$ cat src/rtl/btpc_pkg.sv
// ---------------------------------------------------------------------------
// btpc_pkg
// Types and constants shared by the pressure compensation pipeline.
// ---------------------------------------------------------------------------
`default_nettype none
package btpc_pkg;

    localparam int unsigned CFG_IDX_W  = 3;
    localparam int unsigned CFG_DATA_W = 32;

    localparam logic [CFG_IDX_W-1:0] REG_AC1   = 3'd0;
    localparam logic [CFG_IDX_W-1:0] REG_AC2   = 3'd1;
    localparam logic [CFG_IDX_W-1:0] REG_AC3   = 3'd2;
    localparam logic [CFG_IDX_W-1:0] REG_AC4   = 3'd3;
    localparam logic [CFG_IDX_W-1:0] REG_AC5   = 3'd4;
    localparam logic [CFG_IDX_W-1:0] REG_AC6   = 3'd5;
    localparam logic [CFG_IDX_W-1:0] REG_B1_B2 = 3'd6;
    localparam logic [CFG_IDX_W-1:0] REG_MC_MD = 3'd7;

    localparam logic [31:0] K_B6_OFS  = 32'd4000;
    localparam logic [31:0] K_X3_OFS  = 32'd32768;
    localparam logic [31:0] K_B7_BASE = 32'd50000;
    localparam logic [31:0] K_P_C1    = 32'd3038;
    localparam logic [31:0] K_P_C2    = 32'hFFFF_E343;  // -7357
    localparam logic [31:0] K_P_C3    = 32'd3791;

    typedef struct packed {
        logic [15:0] raw_temp;
        logic [18:0] raw_press;
    } t_req;

    typedef struct packed {
        logic signed [31:0] temp_tenths;
        logic signed [31:0] press_pa;
        logic               div_fault;
    } t_rsp;

    typedef struct packed {
        logic signed [15:0] ac1;
        logic signed [15:0] ac2;
        logic signed [15:0] ac3;
        logic        [15:0] ac4;
        logic        [15:0] ac5;
        logic        [15:0] ac6;
        logic signed [15:0] b1;
        logic signed [15:0] b2;
        logic signed [15:0] mc;
        logic signed [15:0] md;
    } t_cal;

    // Low 32 bits of a product.
    function automatic logic [31:0] mul32(input logic [31:0] a, input logic [31:0] b);
        logic [63:0] p;
        p = a * b;
        return p[31:0];
    endfunction

    function automatic logic [31:0] asr32(input logic [31:0] v, input int unsigned s);
        return 32'($signed(v) >>> s);
    endfunction

endpackage
`default_nettype wire

$ cat src/rtl/btpc_div.sv
// ---------------------------------------------------------------------------
// btpc_div
// Pipelined restoring divider: 32-bit unsigned magnitude, one quotient bit
// per stage, user tag carried alongside.
// ---------------------------------------------------------------------------
`default_nettype none
module btpc_div import btpc_pkg::*; #(
    parameter int unsigned TAG_W = 8
) (
    input  wire logic             i_clk,
    input  wire logic             i_rst_n,
    input  wire logic             i_vld,
    input  wire logic [31:0]      i_num,
    input  wire logic [31:0]      i_den,
    input  wire logic [TAG_W-1:0] i_tag,
    output logic                  o_vld,
    output logic [31:0]           o_quo,
    output logic [TAG_W-1:0]      o_tag
);
    localparam int unsigned N = 32;

    logic             r_vld [N];
    logic [31:0]      r_rem [N];
    logic [31:0]      r_quo [N];
    logic [31:0]      r_den [N];
    logic [TAG_W-1:0] r_tag [N];

    // Advance valid bits
    always_ff @(posedge i_clk) begin
        for (int k = 0; k < N; k++) begin
            if (!i_rst_n) begin
                r_vld[k] <= 1'b0;
            end else begin
                r_vld[k] <= (k == 0) ? i_vld : r_vld[k-1];
            end
        end
    end

    // One quotient bit per stage, MSB first
    always_ff @(posedge i_clk) begin
        for (int k = 0; k < N; k++) begin
            logic [32:0] rem_in;
            logic [31:0] quo_in;
            logic [31:0] den_in;
            logic [32:0] diff;
            den_in = (k == 0) ? i_den : r_den[k-1];
            quo_in = (k == 0) ? i_num : r_quo[k-1];
            rem_in = {((k == 0) ? 32'd0 : r_rem[k-1]), quo_in[31]};
            diff   = rem_in - {1'b0, den_in};
            if (!diff[32]) begin
                r_rem[k] <= diff[31:0];
                r_quo[k] <= {quo_in[30:0], 1'b1};
            end else begin
                r_rem[k] <= rem_in[31:0];
                r_quo[k] <= {quo_in[30:0], 1'b0};
            end
            r_den[k] <= den_in;
            r_tag[k] <= (k == 0) ? i_tag : r_tag[k-1];
        end
    end

    assign o_vld = r_vld[N-1];
    assign o_quo = r_quo[N-1];
    assign o_tag = r_tag[N-1];
endmodule
`default_nettype wire

$ cat config.mk
export PLATFORM = sky130hd
export DESIGN_NAME = btpc_div
export DESIGN_NICKNAME = d
export VERILOG_FILES = /design/src/rtl/btpc_pkg.sv /design/src/rtl/btpc_div.sv
export SDC_FILE = /design/constraint.sdc
export NUM_CORES = 2
export LEC_CHECK = 0
export BUFFER_PORTS_ARGS = -buffer_cell sky130_fd_sc_hd__buf_2
export CORE_ASPECT_RATIO = 0.75
export CORE_UTILIZATION = 50
export CTS_CLUSTER_SIZE = 20
export DETAILED_ROUTE_END_ITERATION = 12
export PLACE_DENSITY = 0.65
export RECOVER_POWER = 50
export SYNTH_ARGS = -nofsm -noshare
export SYNTH_HDL_FRONTEND = slang
export SYNTH_SLANG_ARGS = --single-unit
$ cat constraint.sdc
create_clock -name i_clk -period 4.86 [get_ports i_clk]
set_input_delay 0.972 -clock i_clk [delete_from_list [all_inputs] [get_ports i_clk]]
set_output_delay 0.972 -clock i_clk [all_outputs]
set_load 0.03 [all_outputs]
==> run summary <==
Worst path depth: 13
Post-synthesis sequential area ratio: 0.504
Number of global-route vias before repair: 84,200
Initial antenna violation count: 28
Setup Crit Path Kind: flip-flop to flip-flop
Reg-to-reg setup timing slack: 0.35 ns
Largest cells by area after synthesis: dfxtp_1 (50%), ha_1 (9.5%), mux2_2 (5.3%), xnor2_1 (3.8%), inv_1 (3.6%)
Drt wl/cell: 18.4 µm
Clock Skews: 0.0639 ns
CP Buf/Inv Count: 1
Post-synth EDFFs: 0
Min Tclk post-route: 4.51 ns
CTS tree: built
Rows: 162
Synth warn: 0
# setup viols final: 0
Worst hold path startpoint: i_tag[7]
Critical-path cell list: ha_1 -> fa_1 -> nor2b_1 -> o31ai_1 -> a21oi_1 -> a221oi_2 -> o22ai_1 -> a311o_1 -> a21oi_1 -> o21ai_1 -> xor2_4 -> buf_12 -> mux2_2
CTS root buffer: clkbuf_16
DRT iter0 DRCs: 7,030
Slew HR: 0.281
CTS HTree Levels: 5
Vias: 88,100
Family with the most delay on the worst path: compound AO/OA/AOI/OAI gates
Post-cts resize count: 0
Async set-reset flop share out of synthesis: 0
Initial DRT Pass Iterations: 8
# DRC: 0
Initial core utilization: 0.503
Post-synthesis mux area share: 0.0773
Largest family of logic cells by synthesized area: compound AO/OA/AOI/OAI gates
Critical R2R Launch: r_den[7][32]
Final WS setup: 0.355 ns
Final nets: 13,900
Fin util: 0.563
Worst-case reg-to-reg path depth: 13
Synth Cell Area: 131,000 µm²
Register bit count reported by yosys: 3,296
Reg-to-Reg End: r_rem[4][4]
Antenna viol nets, final: 0
Final wirelength: 303,000 µm
Critical path capture point type: flip-flop
Simple-Gate Fraction of Synth Area: 0.0788
Tightest Pin Transition: 1.05 ns
Clk pin slew, worst setup/hold paths: 0.06 ns
Max capacitance violation total: 0
Arr. time, crit path: 5.20 ns
Total power draw: 119,000 µW
Max-slew violations: 0
Status: complete, no violations
Die W: 593 µm
Vias per std cell: 5.36
Routability cong.: 0.948
Fraction of layout cells with a size suffix above 1: 0.112
Cell variety after synth: 98
Core ar.: 260,000 µm²
Port Buf Inserts: 115
Filler cell count: 22,200
Die height: 445 µm
Post-synthesis adder-cell area fraction: 0.0995
Hold Worst Slack: 0.200 ns
Xor and xnor area share after synthesis: 0.0554
Setup Buffers After CTS: 0
CP most frequent cell: a21oi_1
Max VDD drop: 0.000563 V
Overflow after GRT: 0
Synth top area share: 0.504
Slowest CP cell: xor2_4
Place WS: 0.339 ns
Final Hold Viols: 0
Crit share post-route: 0.927
First-pass GRT wire length: 475,000 µm
Most frequent cell after synthesis: dfxtp_1
CTS Buffer Depth: 4
Setup TNS: 0 ns
Critical Path Source Type: flip-flop
Unrepaired setup endpoints after global routing: no
TritonCTS Buffers: 323
Syn_area_per_cell: 10.5 µm²
Req. time, crit path: 5.56 ns
Syn Inst Count: 12,500
PwrDens: 814 nW/µm²
GR Util All Layers: 0.225
Layout area overhead: 11.9%
Largest net degree at the start of global routing: 57
Synth cell count leaders: dfxtp_1 (3,296), inv_1 (1,249), ha_1 (993)
Crit-path max cell delay: 0.52 ns
Post-DP HPWL: 236,000 µm
Hold_buf cts: 0
Synth Area in Compound Gates: 0.139
Total clock sinks: 3,296
Critical path peak fanout: 27
# IOs: 116
Hold WC Path Type: primary input to flip-flop
Pleak: 0.0678 µW
Clk_lat worst skew: 0.88 ns
Worst setup startpoint: r_den[7][32]
Dominant synthesized flop cell: dfxtp_1
Critical Path Sink: r_rem[4][4]
FMAX: 0.222 GHz
Yosys top cell by area: dfxtp_1
Die Footprint: 264,000 µm²
## layout make-up
class,count,area [µm²],share of cell area
sequential,3296,66000,0.450
multi-input combinational,7663,59200,0.404
clock buffer,450,9270,0.0633
inverter,1254,4710,0.0321
tap,3444,4310,0.0294
timing repair buffer,218,1640,0.0112
clock inverter,117,1320,0.00901
antenna,8,20.0,0.000137
## cells in the final DEF (no fill, tap or decap), drive strengths merged, types with 55 or more instances in the layout
master | netlist | routed
clkinv | 0 | 63
o211ai | 55 | 55
a31oi | 112 | 112
nand2 | 499 | 499
and2 | 74 | 74
buf | 112 | 190
clkbuf | 156 | 478
a21o | 509 | 509
nand2b | 152 | 152
o31ai | 81 | 81
o21bai | 88 | 88
xnor2 | 565 | 565
o21ai | 525 | 525
nor2b | 155 | 155
a211oi | 80 | 80
a21oi | 866 | 866
inv | 1254 | 1269
dfxtp | 3296 | 3296
mux2i | 91 | 91
nor3 | 84 | 84
xor2 | 263 | 263
nor2 | 502 | 502
nand3 | 222 | 222
and3 | 122 | 122
nand4 | 93 | 93
mux2 | 800 | 800
ha | 993 | 993
o21a | 150 | 150
## registers in the layout (all words and copies together), names as in the netlist
name	cells
r_den	992
r_quo	1024
r_rem	992
r_tag	256
r_vld	32
## metal layers
metal / up-vias / wire length, µm / GRT usage
met5: - / 50 / 0
met4: 8 / 6730 / 0.0547
met3: 480 / 23100 / 0.0475
met2: 2406 / 111000 / 0.296
met1: 41500 / 162000 / 0.363
li1: 43700 / - / -
## cells by family (layout without fill, tap and decap cells)
group | count (synthesis) | after routing
other cells | 1 | 23
xor+xnor | 828 | 828
simple gates | 2075 | 2075
compound gates | 2831 | 2831
mux | 891 | 891
fa+ha+maj | 1023 | 1023
flops | 3296 | 3296
buf+inv | 1522 | 2039
## metrics by stage
step,area [µm²],instances
floorplan,131000,12500
global placement,136000,15900
detailed placement,136000,15900
CTS,146000,16400
global route,146000,16400
finish,146000,16500
## worst min path at each step
stage | end | slack (ns) | depth (start not counted)
5_1_grt | r_tag[0][7] | 0.15 | 1
6_report | r_tag[0][7] | 0.20 | 1
2_1_floorplan | r_quo[0][100] | 0.31 | 0
3_3_place_gp | r_quo[7][95] | 0.31 | 0
3_5_place_dp | r_quo[0][58] | 0.31 | 0
4_1_cts | r_tag[0][7] | 0.12 | 1
## where the power goes
part,switching (µW),internal [µW],total [µW]
sequential,4710,34800,39500
clock,10300,14500,24800
combinational,28700,26300,55000
(Power assumes the default switching activity.)
