<file path="src/rtl/btpc_pkg.sv">
// ---------------------------------------------------------------------------
// btpc_pkg
// Types and constants shared by the pressure compensation pipeline.
// ---------------------------------------------------------------------------
`default_nettype none
package btpc_pkg;

    localparam int unsigned CFG_IDX_W  = 3;
    localparam int unsigned CFG_DATA_W = 32;

    localparam logic [CFG_IDX_W-1:0] REG_AC1   = 3'd0;
    localparam logic [CFG_IDX_W-1:0] REG_AC2   = 3'd1;
    localparam logic [CFG_IDX_W-1:0] REG_AC3   = 3'd2;
    localparam logic [CFG_IDX_W-1:0] REG_AC4   = 3'd3;
    localparam logic [CFG_IDX_W-1:0] REG_AC5   = 3'd4;
    localparam logic [CFG_IDX_W-1:0] REG_AC6   = 3'd5;
    localparam logic [CFG_IDX_W-1:0] REG_B1_B2 = 3'd6;
    localparam logic [CFG_IDX_W-1:0] REG_MC_MD = 3'd7;

    localparam logic [31:0] K_B6_OFS  = 32'd4000;
    localparam logic [31:0] K_X3_OFS  = 32'd32768;
    localparam logic [31:0] K_B7_BASE = 32'd50000;
    localparam logic [31:0] K_P_C1    = 32'd3038;
    localparam logic [31:0] K_P_C2    = 32'hFFFF_E343;  // -7357
    localparam logic [31:0] K_P_C3    = 32'd3791;

    typedef struct packed {
        logic [15:0] raw_temp;
        logic [18:0] raw_press;
    } t_req;

    typedef struct packed {
        logic signed [31:0] temp_tenths;
        logic signed [31:0] press_pa;
        logic               div_fault;
    } t_rsp;

    typedef struct packed {
        logic signed [15:0] ac1;
        logic signed [15:0] ac2;
        logic signed [15:0] ac3;
        logic        [15:0] ac4;
        logic        [15:0] ac5;
        logic        [15:0] ac6;
        logic signed [15:0] b1;
        logic signed [15:0] b2;
        logic signed [15:0] mc;
        logic signed [15:0] md;
    } t_cal;

    // Low 32 bits of a product.
    function automatic logic [31:0] mul32(input logic [31:0] a, input logic [31:0] b);
        logic [63:0] p;
        p = a * b;
        return p[31:0];
    endfunction

    function automatic logic [31:0] asr32(input logic [31:0] v, input int unsigned s);
        return 32'($signed(v) >>> s);
    endfunction

endpackage
`default_nettype wire

</file>
<file path="src/rtl/btpc_cfg.sv">
// ---------------------------------------------------------------------------
// btpc_cfg
// Calibration register file with sign decode of the packed coefficients.
// ---------------------------------------------------------------------------
`default_nettype none
module btpc_cfg import btpc_pkg::*; (
    input  wire logic                  i_clk,
    input  wire logic                  i_rst_n,
    input  wire logic                  i_cfg_we,
    input  wire logic [CFG_IDX_W-1:0]  i_cfg_idx,
    input  wire logic [CFG_DATA_W-1:0] i_cfg_data,
    output t_cal                       o_cal
);
    logic [15:0] r_ac [6];
    logic [31:0] r_b1_b2;
    logic [31:0] r_mc_md;

    // Hold calibration words
    always_ff @(posedge i_clk) begin
        if (!i_rst_n) begin
            for (int k = 0; k < 6; k++) r_ac[k] <= '0;
            r_b1_b2 <= '0;
            r_mc_md <= '0;
        end else if (i_cfg_we) begin
            case (i_cfg_idx)
                REG_AC1:   r_ac[0] <= i_cfg_data[15:0];
                REG_AC2:   r_ac[1] <= i_cfg_data[15:0];
                REG_AC3:   r_ac[2] <= i_cfg_data[15:0];
                REG_AC4:   r_ac[3] <= i_cfg_data[15:0];
                REG_AC5:   r_ac[4] <= i_cfg_data[15:0];
                REG_AC6:   r_ac[5] <= i_cfg_data[15:0];
                REG_B1_B2: r_b1_b2 <= i_cfg_data;
                REG_MC_MD: r_mc_md <= i_cfg_data;
                default: ;
            endcase
        end
    end

    assign o_cal.ac1 = r_ac[0];
    assign o_cal.ac2 = r_ac[1];
    assign o_cal.ac3 = r_ac[2];
    assign o_cal.ac4 = r_ac[3];
    assign o_cal.ac5 = r_ac[4];
    assign o_cal.ac6 = r_ac[5];
    assign o_cal.b1  = r_b1_b2[31:16];
    assign o_cal.b2  = r_b1_b2[15:0];
    assign o_cal.mc  = r_mc_md[31:16];
    assign o_cal.md  = r_mc_md[15:0];
endmodule
`default_nettype wire

</file>
<file path="config.mk">
export PLATFORM = sky130hd
export DESIGN_NAME = btpc_cfg
export DESIGN_NICKNAME = d
export VERILOG_FILES = /design/src/rtl/btpc_pkg.sv /design/src/rtl/btpc_cfg.sv
export SDC_FILE = /design/constraint.sdc
export NUM_CORES = 1
export LEC_CHECK = 0
export CORE_MARGIN = 2
export CORE_UTILIZATION = 30
export DETAILED_ROUTE_END_ITERATION = 10
export DONT_BUFFER_PORTS = 1
export PLACE_DENSITY_LB_ADDON = 0.05
export SETUP_SLACK_MARGIN = 0.15
export SYNTH_ARGS = -nofsm -noshare
export SYNTH_HDL_FRONTEND = slang
export SYNTH_SLANG_ARGS = --single-unit
</file>
<file path="constraint.sdc">
create_clock -name i_clk -period 4.1 [get_ports i_clk]
set_clock_uncertainty 0.15 [all_clocks]
set_input_delay 0.82 -clock i_clk [delete_from_list [all_inputs] [get_ports i_clk]]
set_output_delay 0.82 -clock i_clk [all_outputs]
set_load 0.01 [all_outputs]
</file>
==> impl_metrics.py, run 1 <==
metrics = {
    "drt": {
        "wl_met3_um": 1610,
        "drt_wl_total_um": 16800,
        "met2WireLength_um": 7910,
        "initialDrtViolationCount": 230,
        "route.layer.met1.wl_um": 7110,
        "wl_per_cell_um": 22.1,
        "viasPerCell": 4.78,
        "first_pass_iters": 4,
        "antenna_left": 0,
        "top_layer_used": "met4",
        "via_count": 3646,
        "drc": 0,
    },
    "layout": {
        "final_common_cell": "nand2_1",
        "nNetsFinal": 518,
        "fin_util_pct": 34.7,
        "areaGrowthSynthToFinish_pct": 13.9,
        "n_antenna_cell": 0,
        "layout_common_cells": "nand2_1, edfxtp_1, nor3_1, mux2i_1, dfxtp_1",
        "drive_gt1_share_pct": 15.4,
        "final_area_um2": 7000,
    },
    "clock_network": {
        "postCtsHoldBufs": 0,
        "post_cts_buffers": 0,
        "cts.sinks": 160,
        "clkLatencyLatePin_ns": 0.42,
        "cts_buffers": 17,
        "clk_pin_slew_ns": 0.06,
        "htree_levels": 4,
        "clockRootBuffer": "clkbuf_16",
        "cts_tree": "yes",
        "cts_buffer_depth": 2,
        "cts_resized": 0,
    },
    "yosys": {
        "syn_avg_cell_area_um2": 12.6,
        "yosysUniqueCellTypes": 20,
        "yosys.area.top_type": "edfxtp_1",
        "yosysWarnings": 0,
        "synth_fp_nets": 525,
        "synth-seq-cells": 160,
        "synthCells": 487,
        "yosysSeqAreaShare_pct": 67.8,
        "yosys-top-cells-area": "edfxtp_1, dfxtp_1, mux2i_1",
        "synth_top_area_share_pct": 46.9,
        "synthesis.area_um2": 6140,
    },
    "sta": {
        "rsz0062_at_grt": "false",
        "slew_headroom_pct": 33.8,
        "worst_pin_slew_ns": 0.990,
        "fmax_mhz": 411,
        "setup_viol": 0,
        "whs_ns": 0.356,
        "slew_viol_final": 0,
        "fin_crit_sh_pct": 59.3,
        "period_needed_ns": 2.43,
        "tns_ns": 0,
        "timing_hold_violations_final": 0,
    },
    "place": {
        "io_buffers": 0,
        "dp_hpwl_um": 11100,
        "place_area_um2": 6400,
        "place.gp.congestion": 0.704,
    },
    "grt": {
        "grt_usage_pct": 15.8,
        "antenna_found_initial": 0,
        "grt_max_degree": 106,
        "grt.overflow.total": 0,
        "grt_pass1_vias": 3703,
        "grt_pass1_wl_um": 24700,
    },
    "floorplan": {
        "die-area_um2": 21600,
        "rows": 52,
        "coreArea_um2": 20200,
        "start_util_pct": 30.5,
        "io_pins": 198,
        "die_x_um": 147,
        "dieHeight_um": 147,
    },
    "worst_setup_path": {
        "crit_type": "in2reg",
        "critPathLaunch": "i_cfg_idx[1]",
        "critPathLaunchType": "input port",
        "critPathArrivalTime_ns": 2.40,
        "critPathRequiredTime_ns": 4.07,
        "crit_path_end_kind": "flip-flop",
        "cp_max_fo": 34,
        "timing.rr.start": "r_mc_md[12]",
    },
    "power": {
        "p_seq_share_pct": 51.9,
        "max-vdd-ir-drop_mv": 0.249,
        "power.switching_w": 0.000849,
        "p_int_w": 0.00275,
        "power_density_nw_per_um2": 514,
        "p_clk_share_pct": 44.2,
        "power_w": 0.00360,
        "leakagePower_nw": 2.70,
        "p_sw_share_pct": 23.6,
        "pwr-share-comb_pct": 3.9,
    },
    "hold_path": {
        "min-delay-start": "r_b1_b2[13]",
        "hp-class": "reg2reg",
    },
    "outcome": {
        "run_status": "complete, no violations",
    },
    "job": {
        "maxCapViolCount": 0,
    },
}
Yosys cell counts (all sizes together):
library cell,n
nand2b,1
clkbuf,18
or3b,1
nand3b,1
inv,17
nand2,98
dfxtp,64
edfxtp,96
nand4,1
buf,21
o31ai,2
mux2i,64
nand4b,2
o21ai,4
nor3,96
clkinv,1
worst max-delay path: stages:
cell	delay [ns]
or3b_2	0.44
buf_4	0.30
o21ai_1	0.52
buf_4	0.30
flip-flops by register name (all words and copies together) (netlist names):
register  count
r_b1_b2      32
r_mc_md      32
r_ac         96
cell type report:
cell class | count | area, um2
Tap cell | 270 | 338
Multi-Input combinational cell | 270 | 1730
Clock buffer | 22 | 497
Clock inverter | 10 | 101
Fill cell | 2012 | 13200
Inverter | 18 | 67.6
Sequential cell | 160 | 4160
Timing Repair Buffer | 13 | 97.6
cells by family after synthesis:
kind of cell	share of synthesized area (%)
compound gates	0.570
mux	10.4
flops	67.8
buf+inv	4.20
simple gates	17.0
through the flow:
stage	instances	setup slack, ns
final	763	1.67
after global routing	763	1.60
after CTS	763	1.66
after detailed placement	731	1.21
after global placement	731	1.31
after floorplan	487	0.931
path summary, 6_finish.rpt:
check                                   end  depth (start not counted)  slack (ns)
worst max-delay path             r_ac[4][2]                          4        1.67
worst max register to register  r_mc_md[12]                          2        3.24
worst min-delay path            r_b1_b2[13]                          2        0.36
worst min register to register  r_b1_b2[13]                          2        0.36
metal layers:
metal / GRT usage (%) / up-vias
met3: 7.55 / 17
met1: 19.1 / 1768
met5: 0 / -
li1: - / 1700
met2: 25.2 / 161
met4: 4.71 / 0
power by group through the flow:
stage	registers, W	logic, W	clock network [W]
after floorplan	0.00188	0.000114	0
after global placement	0.00191	0.000142	0
after detailed placement	0.00191	0.000145	0
after CTS	0.00187	0.000145	0.00163
after global routing	0.00188	0.000156	0.00170
final	0.00187	0.000142	0.00159
(Power assumes the default switching activity.)
==> run 2: changes to the inputs <==
Clock period 4.1 ns to 2.4 ns, I/O delays scaled along.
==> impl_metrics.py, run 2 (same netlist as run 1, synthesis figures left out) <==
metrics = {
    "grt": {
        "grt_usage_pct": 15.5,
        "antenna_found_initial": 0,
        "grt_pass1_wl_um": 24700,
        "grt_pass1_vias": 3582,
        "grt.overflow.total": 0,
        "grt_max_degree": 106,
    },
    "floorplan": {
        "coreArea_um2": 20200,
        "start_util_pct": 30.5,
        "rows": 52,
        "die-area_um2": 21600,
        "dieHeight_um": 147,
        "die_x_um": 147,
        "io_pins": 198,
    },
    "drt": {
        "first_pass_iters": 4,
        "drt_wl_total_um": 16700,
        "initialDrtViolationCount": 151,
        "drc": 0,
        "via_count": 3646,
        "wl_per_cell_um": 21.8,
        "antenna_left": 0,
        "viasPerCell": 4.75,
    },
    "layout": {
        "nNetsFinal": 522,
        "n_antenna_cell": 0,
        "layout_common_cells": "nand2_1, edfxtp_1, nor3_1, mux2i_1, dfxtp_1",
        "final_area_um2": 7060,
        "areaGrowthSynthToFinish_pct": 14.9,
        "largestRegisters": "r_ac x96, r_b1_b2 x32, r_mc_md x32",
        "final_common_cell": "nand2_1",
        "drive_gt1_share_pct": 16.5,
        "largest_reg_flops": 96,
        "top_register": "r_ac",
    },
    "sta": {
        "rsz0062_at_grt": "false",
        "timing_hold_violations_final": 0,
        "slew_viol_final": 0,
        "period_needed_ns": 1.51,
        "tns_ns": 0,
        "fin_crit_sh_pct": 63.0,
        "slew_headroom_pct": 59.5,
        "fmax_mhz": 661,
        "worst_pin_slew_ns": 0.607,
        "worst_slack_ns": 0.888,
        "setup_viol": 0,
    },
    "power": {
        "leakagePower_nw": 2.72,
        "max-vdd-ir-drop_mv": 0.441,
        "power_w": 0.00618,
        "power_density_nw_per_um2": 876,
    },
    "hold_path": {
        "min_to": "r_mc_md[20]",
        "hold_depth": 2,
        "hp-class": "in2reg",
        "min-delay-start": "i_rst_n",
    },
    "worst_setup_path": {
        "critPathArrivalTime_ns": 0.88,
        "crit_type": "reg2out",
        "critPathLaunch": "r_ac[1][3]",
        "critPathLaunchType": "flip-flop",
        "timing.rr.start": "r_b1_b2[10]",
        "reg2reg_depth": 2,
        "crit_path_end_kind": "output port",
        "r2r-end": "r_b1_b2[10]",
        "crit_cells": 0,
        "critPathRequiredTime_ns": 1.77,
        "regToRegSetupSlack_ns": 1.56,
        "cp_max_fo": 1,
    },
    "outcome": {
        "run_status": "complete, no violations",
    },
    "job": {
        "maxCapViolCount": 0,
    },
    "place": {
        "place_area_um2": 6460,
        "dp_hpwl_um": 11200,
        "post-place-ws_ns": 0.513,
        "io_buffers": 0,
        "place.gp.congestion": 0.675,
    },
    "clock_network": {
        "clk_pin_slew_ns": 0.06,
        "postCtsHoldBufs": 0,
        "htree_levels": 4,
        "cts.sinks": 160,
        "clkLatencyLatePin_ns": 0.41,
        "cts_tree": "yes",
        "post_cts_buffers": 0,
        "cts_buffer_depth": 2,
        "clockRootBuffer": "clkbuf_16",
        "cts_buffers": 17,
        "cts_resized": 0,
    },
}
## run 2: changes by cell type in the layout (fill, tap and decap cells not counted), sizes merged
cell / previous run / this run
clkinvlp: 1 / 3
bufinv: 1 / 3
clkbuf: 22 / 18
buf: 13 / 17
## run 2: through the flow
| step | hold slack (ns) | std cells | util (%) |
|---|---|---|---|
| finish | 0.0644 | 767 | 35.0 |
| global route | 0.0461 | 767 | 35.0 |
| CTS | 0.0448 | 767 | 35.0 |
| detailed placement | 0.351 | 735 | 32.0 |
| global placement | 0.347 | 735 | 32.0 |
| floorplan | 0.332 | 487 | - |
## run 2: power breakdown
group	total, W	internal [W]	switching (W)
combinational	0.000250	0.0000656	0.000185
sequential	0.00319	0.00305	0.000142
clock	0.00274	0.00163	0.00110
## run 2: final cells by class
type	count	area (um2)
fill	2007	13100
clock inverter	14	166
tap	270	338
clock buffer	18	429
timing repair buffer	17	153
inverter	18	67.6
sequential	160	4160
multi-input combinational	270	1740
## run 2: how the worst max path moves through the flow
stage,end,slack (ns)
after floorplan,r_ac[1][0],-0.20
after global placement,r_ac[0][10],0.52
after detailed placement,r_ac[4][0],0.51
after CTS,o_cal[87],0.86
after global routing,o_cal[151],0.86
final,o_cal[131],0.89
## run 2: per-layer routing
| metal | global-route usage (%) | part of all wire [%] |
|---|---|---|
| met2 | 24.8 | 48 |
| met3 | 6.02 | 7.7 |
| met5 | 0 | 0 |
| met1 | 19.4 | 43 |
| met4 | 4.90 | 1.1 |
